--- config.mk ---
export PLATFORM = sky130hd
export DESIGN_NAME = ffra_ctrl
export DESIGN_NICKNAME = d
export VERILOG_FILES = /design/src/sv/ffra_pkg.sv /design/src/sv/ffra_ctrl.sv
export SDC_FILE = /design/constraint.sdc
export NUM_CORES = 1
export LEC_CHECK = 0
export ABC_CLOCK_PERIOD_IN_PS = 1600
export BUFFER_PORTS_ARGS = -buffer_cell sky130_fd_sc_hd__buf_2
export CAP_MARGIN = 10
export CORE_AREA = 2 2 39 41
export CTS_CLUSTER_SIZE = 40
export DETAILED_ROUTE_END_ITERATION = 12
export DIE_AREA = 0 0 41 43
export SLEW_MARGIN = 5
export SYNTH_ARGS = -nofsm -noshare
export SYNTH_HDL_FRONTEND = slang
export SYNTH_SLANG_ARGS = --single-unit
--- constraint.sdc ---
create_clock -name clk -period 1.6 [get_ports clk]
set_input_delay 0.08 -clock clk [delete_from_list [all_inputs] [get_ports clk]]
set_output_delay 0.08 -clock clk [all_outputs]
set_load 0.02 [all_outputs]
--- src/sv/ffra_pkg.sv ---
package ffra_pkg;

	// Field widths
	localparam int REQ_W      = 31;
	localparam int ACTIVE_W   = 11;
	localparam int CAP_W      = 31;
	localparam int ROWNUM_W   = 11;
	localparam int CFG_IDX_W  = 2;
	localparam int CFG_DATA_W = 31;

	// Default row count (tree leaves)
	localparam int DEF_MAX_ROWS = 1024;

	// Register indexes
	localparam logic [CFG_IDX_W-1:0] CFG_ACTIVE_ROWS = 2'd0;
	localparam logic [CFG_IDX_W-1:0] CFG_ROW_WIDTH   = 2'd1;

	// Register reset values
	localparam logic [ACTIVE_W-1:0] ACTIVE_RESET = 11'd1024;
	localparam logic [CAP_W-1:0]    WIDTH_RESET  = 31'd1024;

	typedef enum logic [2:0] {
		ST_REFILL,
		ST_IDLE,
		ST_DESCEND,
		ST_UPDATE,
		ST_FINISH
	} state_t;

	// Controller to datapath
	typedef struct packed {
		logic load_req;
		logic descend;
		logic update;
		logic refill;
		logic load_out;
	} dp_cmd_t;

	// Datapath to controller
	typedef struct packed {
		logic cfg_write;
		logic lvl_last;
		logic lvl_zero;
		logic hit;
		logic sweep_done;
	} dp_sts_t;

endpackage

--- src/sv/ffra_ctrl.sv ---
module ffra_ctrl (
	input  logic              clk,
	input  logic              arst_n,
	input  logic              in_valid,
	output logic              in_ready,
	output logic              out_valid,
	input  logic              out_ready,
	input  ffra_pkg::dp_sts_t sts,
	output ffra_pkg::dp_cmd_t cmd
);

	ffra_pkg::state_t state_q, state_d;
	logic             out_valid_q;

	// State register
	always_ff @(posedge clk or negedge arst_n) begin
		if (!arst_n) begin
			state_q <= ffra_pkg::ST_REFILL;
		end else begin
			state_q <= state_d;
		end
	end

	// Next state and commands
	always_comb begin
		cmd     = '0;
		state_d = state_q;
		unique case (state_q)
			ffra_pkg::ST_REFILL: begin
				cmd.refill = 1'b1;
				if (sts.sweep_done) begin
					state_d = ffra_pkg::ST_IDLE;
				end
			end
			ffra_pkg::ST_IDLE: begin
				if (in_valid) begin
					cmd.load_req = 1'b1;
					state_d      = ffra_pkg::ST_DESCEND;
				end
			end
			ffra_pkg::ST_DESCEND: begin
				cmd.descend = 1'b1;
				if (sts.lvl_last) begin
					state_d = sts.hit ? ffra_pkg::ST_UPDATE : ffra_pkg::ST_FINISH;
				end
			end
			ffra_pkg::ST_UPDATE: begin
				cmd.update = 1'b1;
				if (sts.lvl_zero) begin
					state_d = ffra_pkg::ST_FINISH;
				end
			end
			ffra_pkg::ST_FINISH: begin
				if (!out_valid_q || out_ready) begin
					cmd.load_out = 1'b1;
					state_d      = ffra_pkg::ST_IDLE;
				end
			end
			default: begin
				state_d = ffra_pkg::ST_REFILL;
			end
		endcase
		// any register write restarts the refill sweep
		if (sts.cfg_write) begin
			state_d = ffra_pkg::ST_REFILL;
		end
	end

	// Output register valid
	always_ff @(posedge clk or negedge arst_n) begin
		if (!arst_n) begin
			out_valid_q <= 1'b0;
		end else if (cmd.load_out) begin
			out_valid_q <= 1'b1;
		end else if (out_ready) begin
			out_valid_q <= 1'b0;
		end
	end

	assign in_ready  = (state_q == ffra_pkg::ST_IDLE);
	assign out_valid = out_valid_q;

endmodule

# == After elaboration in Yosys (flattened, before gate mapping) ==
# Index checks and enable logic that the tools add are counted.
# word_totals
out_inout_bits,7
in_bits,9
word_cells,33
register_bits,4
# op_classes
eq_ne,9
n_mux,17
n_reduce_logical,5
# ops
op,n
$mux 3,7
$pmux 3 s5,1
$ne 3x3->1 const B,4
$mux 1,9
$eq 3x2->1 const B,2
$reduce_and 5->1,1
$eq 3x1->1 const B,1
$eq 3x3->1 const B,1
$logic_not 3->1,1
$ne 3x2->1 const B,1
$reduce_bool 2->1,1
$logic_not 1->1,1
$logic_or 1x1->1,1

# == Depth between registers and ports, before layout ==
# Gate-level depths: netlist of the first run.
# logic_depth
depth_word,5
mapped_depth,5
depth_no_buf,4

# == Worst setup path after synthesis of the first run ==
# OpenSTA, ideal clock, no wires.
# synth_timing
path_kind,reg2out
startpoint,reg state_q[1]
endpoint,out cmd[4] in the netlist's numbering
slack_ps,122
t_required_ps,1520
path_stages_with_launch,4
path_buffers,1
arrival_ps,1398
cell_sequence,dfrtp_1 buf_4 nor3b_1 and2_1
# synth_lines
element,line,source
from (decl),ffra_ctrl.sv:12,"ffra_pkg::state_t state_q, state_d;"
from (signal assigned),ffra_ctrl.sv:18,state_q <= ffra_pkg::ST_REFILL;
from (signal assigned),ffra_ctrl.sv:20,state_q <= state_d;
to (decl),ffra_ctrl.sv:9,output ffra_pkg::dp_cmd_t cmd

# == Final worst setup path of the first run ==
# layout_timing
startpoint,reg state_q[2]
endpoint,reg state_q[1]
# layout_between
elab_chain_cells,3
word_cells_on_any_way,13
classes_between,eq/ne: 9; mux: 2; reduce/logical: 2
# layout_lines
element,line,source
"$eq 3x3->1, or another cell as far along",ffra_ctrl.sv:28,unique case (state_q)
"$ne 3x3->1 (no source line), or another cell as far along",-,
$reduce_and 5->1 (no source line) or $mux 3 (tied branches),-,
# Parallel ways exist; a longest one is shown, timed or not.
# A chain may end at the register's enable or synchronous reset.

==> results of run 1 <==
kinds of logic (layout without fill, tap and decap cells):
group | after synthesis | in the layout | share of synthesized area
muxes | 4 | 4 | 0.1233
DFF | 4 | 4 | 0.2740
buffers and inverters | 3 | 21 | 0.08220
AOI/OAI and AO/OA | 5 | 5 | 0.2021
and+or+nand+nor | 19 | 19 | 0.3185
layer usage:
| metal | wire (um) | track usage | share of wire | vias up |
|---|---|---|---|---|
| li1 | - | - | - | 161 |
| met1 | 325 | 0.1258 | 0.42 | 146 |
| met2 | 375 | 0.1688 | 0.49 | 14 |
| met3 | 67 | 0.01571 | 0.087 | 0 |
| met4 | 0 | 0.06000 | 0 | 0 |
| met5 | 0 | 0 | 0 | - |
state kept, by name, indices dropped and copies added, names as in the netlist:
signal	count
state_q	3
out_valid	1
metrics by stage:
stage          utilization  hold WS [ns]  instances
6_report            0.3454        0.1688         69
4_1_cts             0.3454        0.1593         69
2_1_floorplan            -       -0.2156         35
3_5_place_dp        0.3219       -0.1122         65
5_1_grt             0.3454        0.1880         69
3_3_place_gp        0.3219       -0.1113         65
cell usage in the layout, fill, tap and decap left out, types with 2 or more instances in the layout:
master    instances
buf_2            15
clkbuf_4          3
mux2i_1           3
nor3_1            3
nand2b_1          3
buf_4             2
dfrtp_1           4
nand2_1           2
nor2_1            3
power by group through the flow:
stage                     sequential [mW]  combinational, mW  clock, mW
after global placement              0.195              0.480          0
final                               0.194              0.485      0.122
after CTS                           0.195              0.488      0.127
after global routing                0.204              0.525      0.132
after detailed placement            0.197              0.485          0
after floorplan                     0.154              0.424          0
worst max-delay path by stage:
stage / from / endpoint / slack [ns] / depth (start not counted)
5_1_grt: state_q[1] / state_q[1] / 0.009 / 4
3_5_place_dp: state_q[2] / state_q[1] / 0.08 / 4
6_report: state_q[2] / state_q[1] / 0.07 / 4
3_3_place_gp: state_q[2] / state_q[1] / 0.09 / 4
2_1_floorplan: state_q[1] / cmd[4] / 0.12 / 3
4_1_cts: state_q[2] / state_q[1] / 0.07 / 4
what timing repair did:
| action | in CTS | in global routing |
|---|---|---|
| setup buffers | 0 | 0 |
| endpoints found under the hold margin | 4 | 0 |
| hold buffers | 1 | 0 |
final cells by class:
| type | count | share of cell area |
|---|---|---|
| Multi-Input combinational cell | 28 | 0.4921 |
| Clock buffer | 3 | 0.04712 |
| Timing Repair Buffer | 18 | 0.2094 |
| Sequential cell | 4 | 0.2094 |
| Tap cell | 16 | 0.04188 |
worst max-delay path, cell delays in order (launching register included):
cell	delay, ns
dfrtp_1	0.47
nand2b_4	0.19
o22a_4	0.24
o31ai_4	0.20
mux2_4	0.32
==> impl_metrics.ini, run 1 <==
[critical_path]
end_kind = register
reg2reg_slack_ns = 0.07
timing.rr.end = state_q[1]
crit_fanout = 10
critPathKind = register to register
worst_ep_arrival_time_ns = 1.64
start_kind = register
r2r-start = state_q[2]
reg2reg_depth = 4
crit_required_ns = 1.72

[placement]
globalplace.congestion = 0.7723
place_ws_ns = 0.07771
io_buffers = 15
placed_cell_area_um2 = 445.4
dp_hpwl_um = 605.2

[clock_network]
post_cts_resize_count = 0
h-tree-depth = 1
cts_buffers = 3
clock_sinks = 4
cts_root_buf = clkbuf_4
clockBufferDepth = 2
clock_latency_ns = 0.23
cts.clk_slew.worst_paths_ns = 0.04
cts_tree = done

[yosys]
ys_seq_area_frac = 0.2740
syn_avg_cell_area_um2 = 10.44
yosysUniqueCellTypes = 22
synth-main-ff-cell = dfrtp_1
synth-edff-count = 0
ys_top_cells_by_area = dfrtp_1 (27%), mux2i_1 (8.2%), buf_6 (6.2%), a22oi_4 (5.8%), o31ai_4 (5.8%)
yosysTopAreaCell = dfrtp_1
synthTopCellsByCount = dfrtp_1 (4), mux2i_1 (3), nand2b_1 (3), nor2_1 (3), nor3_1 (3)
async_reset_ff_frac = 1.000
syn_inst = 35
yosys.area.top_type_share = 0.2740
syn-num-nets = 44
yosysMostFrequentCell = dfrtp_1
yosys_warnings = 0
netlist_area_um2 = 365.4
ys_ff_latch = 4

[global_route]
overflow = 0
grt_usage = 0.1055
antenna_found_initial = 0
grt_pass1_wl_mm = 1.255
grt_max_degree = 11
grt_pass1_vias = 321

[route]
drtPass1Iterations = 6
drt_iter0_markers = 5
wl_um = 768
vias_per_cell = 4.652
num_vias = 321
wl_per_cell_um = 11.13
antenna_left = 0
drc = 0

[sta]
max_freq_ghz = 0.6553
fin_crit_ns = 1.526
tightest_slew_ns = 0.3107
hold_viol_final = 0
drv_slew = 0
setup_slack_ns = 0.07408
fin_skew_ns = 0.005153
fin_tns_setup_ns = 0
rsz0062_at_grt = no
setup_violations = 0
fin_crit_sh = 0.9537
relSlewSlack = 0.7913

[floorplanning]
coreArea_um2 = 1384
dieArea_um2 = 1763
chipWidth_um = 41
die_h_um = 43
rows = 14
initial_core_util = 0.2640
pin_count = 16

[power]
p_per_area_nw_per_um2 = 1675
p_comb_frac = 0.605
p_leak_nw = 0.2582
ir_worst_vdd_uv = 478.3
power.total_mw = 0.8004
p_int_mw = 0.4459
p_seq_frac = 0.242
switching_power_mw = 0.3545
switching_share = 0.4429
clockPowerShare = 0.153

[min_path]
hp-start = sts[4]
hold_path_class = input pin to register
whs_endpoint = state_q[2]
min_path_cells = 2

[job]
maxCapViolCount = 0

[outcome]
outcome = completed

[layout]
diodes = 0
seqCellArea_um2 = 100.1
layout-drive-gt1-share = 0.4906
area_growth_pct = 30.82
finalNetCount = 64
multiInputGateArea_um2 = 235.2
final_area_um2 = 478.0
fillers = 152
Note: power is estimated with default switching activity, not from simulation.
==> run 2, diff against run 1 <==
--- a/config.mk
+++ b/config.mk
@@ -12,6 +12,7 @@
 export CTS_CLUSTER_SIZE = 40
 export DETAILED_ROUTE_END_ITERATION = 12
 export DIE_AREA = 0 0 41 43
+export PLACE_DENSITY_LB_ADDON = 0.15
 export SLEW_MARGIN = 5
 export SYNTH_ARGS = -nofsm -noshare
 export SYNTH_HDL_FRONTEND = slang
==> run 2 against run 1 <==
Setup slack worse by 0.028 ns. Combinational power is 2% higher. Critical path depth stayed put. Wire length is 2.5% lower. Worst hold slack better by 0.0080 ns. Clock power is 7% higher. Maximum frequency is 1.8% lower. Flip-flop and latch count stayed put. Global-route usage is 0.61 points lower. Core utilization is 0.54 points higher. Non-clock buffer count is 1 higher. Sequential power hardly changed. Critical endpoint unchanged. Largest cell class unchanged. Highest routed layer is now met4.
==> impl_metrics.ini, run 2 (synthesis results as in run 1) <==
[floorplanning]
dieArea_um2 = 1763
coreArea_um2 = 1384
die_h_um = 43
initial_core_util = 0.2640
chipWidth_um = 41
rows = 14
pin_count = 16

[sta]
fin_crit_sh = 0.9714
max_freq_ghz = 0.6434
hold_viol_final = 0
drv_slew = 0
tightest_slew_ns = 0.3135
fin_skew_ns = 0.005565
setup_violations = 0
fin_tns_setup_ns = 0
rsz0062_at_grt = no
relSlewSlack = 0.7894
fin_crit_ns = 1.554

[layout]
diodes = 0
final_common_cell = buf_2
most-common-layout-cells = buf_2 (15), dfrtp_1 (4)
finalNetCount = 65
layout-drive-gt1-share = 0.5000
largest_reg_flops = 3
final_util = 0.3508
top_register = state_q
area_growth_pct = 32.88

[clock_network]
h-tree-depth = 1
cts.clk_slew.worst_paths_ns = 0.04
clockBufferDepth = 2
cts_buffers = 3
cts_setup_buffers = 0
clock_latency_ns = 0.24
cts_root_buf = clkbuf_4
cts_tree = done
clock_sinks = 4

[job]
maxCapViolCount = 0

[critical_path]
crit_chain = nand2b_4, o22a_4, o31ai_4, mux2_4
slowest_delay_ns = 0.48
end_kind = register
r2r-start = state_q[2]
cp_slowest_cell = dfrtp_1
worst_ep_arrival_time_ns = 1.67
critPathKind = register to register
crit_fanout = 10
start_kind = register
crit_path_start = state_q[2]
crit_required_ns = 1.72

[route]
antenna_left = 0
wl_per_cell_um = 10.70
drt_iter0_markers = 1
wl_um = 749
drtPass1Iterations = 2
vias_per_cell = 4.643
drc = 0
num_vias = 325

[global_route]
antenna_found_initial = 0
overflow = 0
grt_pass1_wl_mm = 1.173
grt_pass1_vias = 293
grt_max_degree = 11
grt_usage = 0.09940

[min_path]
hold_path_class = input pin to asynchronous set/reset pin

[outcome]
outcome = completed

[placement]
globalplace.congestion = 0.6932
io_buffers = 15
dp_hpwl_um = 574.1

[power]
p_leak_nw = 0.2632
p_per_area_nw_per_um2 = 1686
ir_worst_vdd_uv = 701.1
power.total_mw = 0.8183
run 2: cell types whose count changed in the layout (fill, tap and decap cells not counted), sizes merged:
cell / delta
buf: +1
run 2: worst paths after layout:
kind | end | slack, ns | cells past startpoint
worst max-delay path | state_q[1] | 0.05 | 4
worst min-delay path | out_valid | 0.18 | 2
worst max register to register | state_q[1] | 0.05 | 4
worst min register to register | out_valid | 0.57 | 2
max in group asynchronous | state_q[1] | 1.30 | 2
min in group clk | state_q[2] | 0.18 | 2
run 2: metal layers:
metal  vias up  share of wire  track usage
li1        162              -            -
met1       147           0.48       0.1383
met2        14           0.43       0.1281
met3         2          0.073      0.03141
met4         0          0.011      0.06000
met5         -              0            0
run 2: area by class of cell:
type	count	area, um^2
tap	16	20.02
timing repair buffer	19	107.6
sequential	4	100.1
clock buffer	3	22.52
multi-input combinational	28	235.2
fill	162	898.4
run 2: what timing repair did:
item                      CTS  global route
hold endpoints to repair    4             0
resized for setup           0             0
hold buffers                1             0
run 2: critical path: cells and delay by family (launching register included):
family             cells  cell delay (ns)
DFF                    1             0.48
AOI/OAI and AO/OA      2             0.44
and+or+nand+nor        1             0.20
muxes                  1             0.31
run 2: where the power goes:
| part | internal, mW | switching [mW] | total [mW] |
|---|---|---|---|
| sequential | 0.134 | 0.0597 | 0.194 |
| combinational | 0.241 | 0.253 | 0.494 |
| clock | 0.0842 | 0.0463 | 0.130 |
run 2: stage by stage:
stage	setup WS (ns)	hold WS, ns	std cells	cell area [um^2]
2_1_floorplan	0.1218	-0.2156	35	365.4
3_3_place_gp	0.07710	-0.1100	66	452.9
3_5_place_dp	0.07053	-0.1118	66	452.9
4_1_cts	0.05404	0.1639	70	485.5
5_1_grt	0.002217	0.1994	70	485.5
6_report	0.04580	0.1768	70	485.5
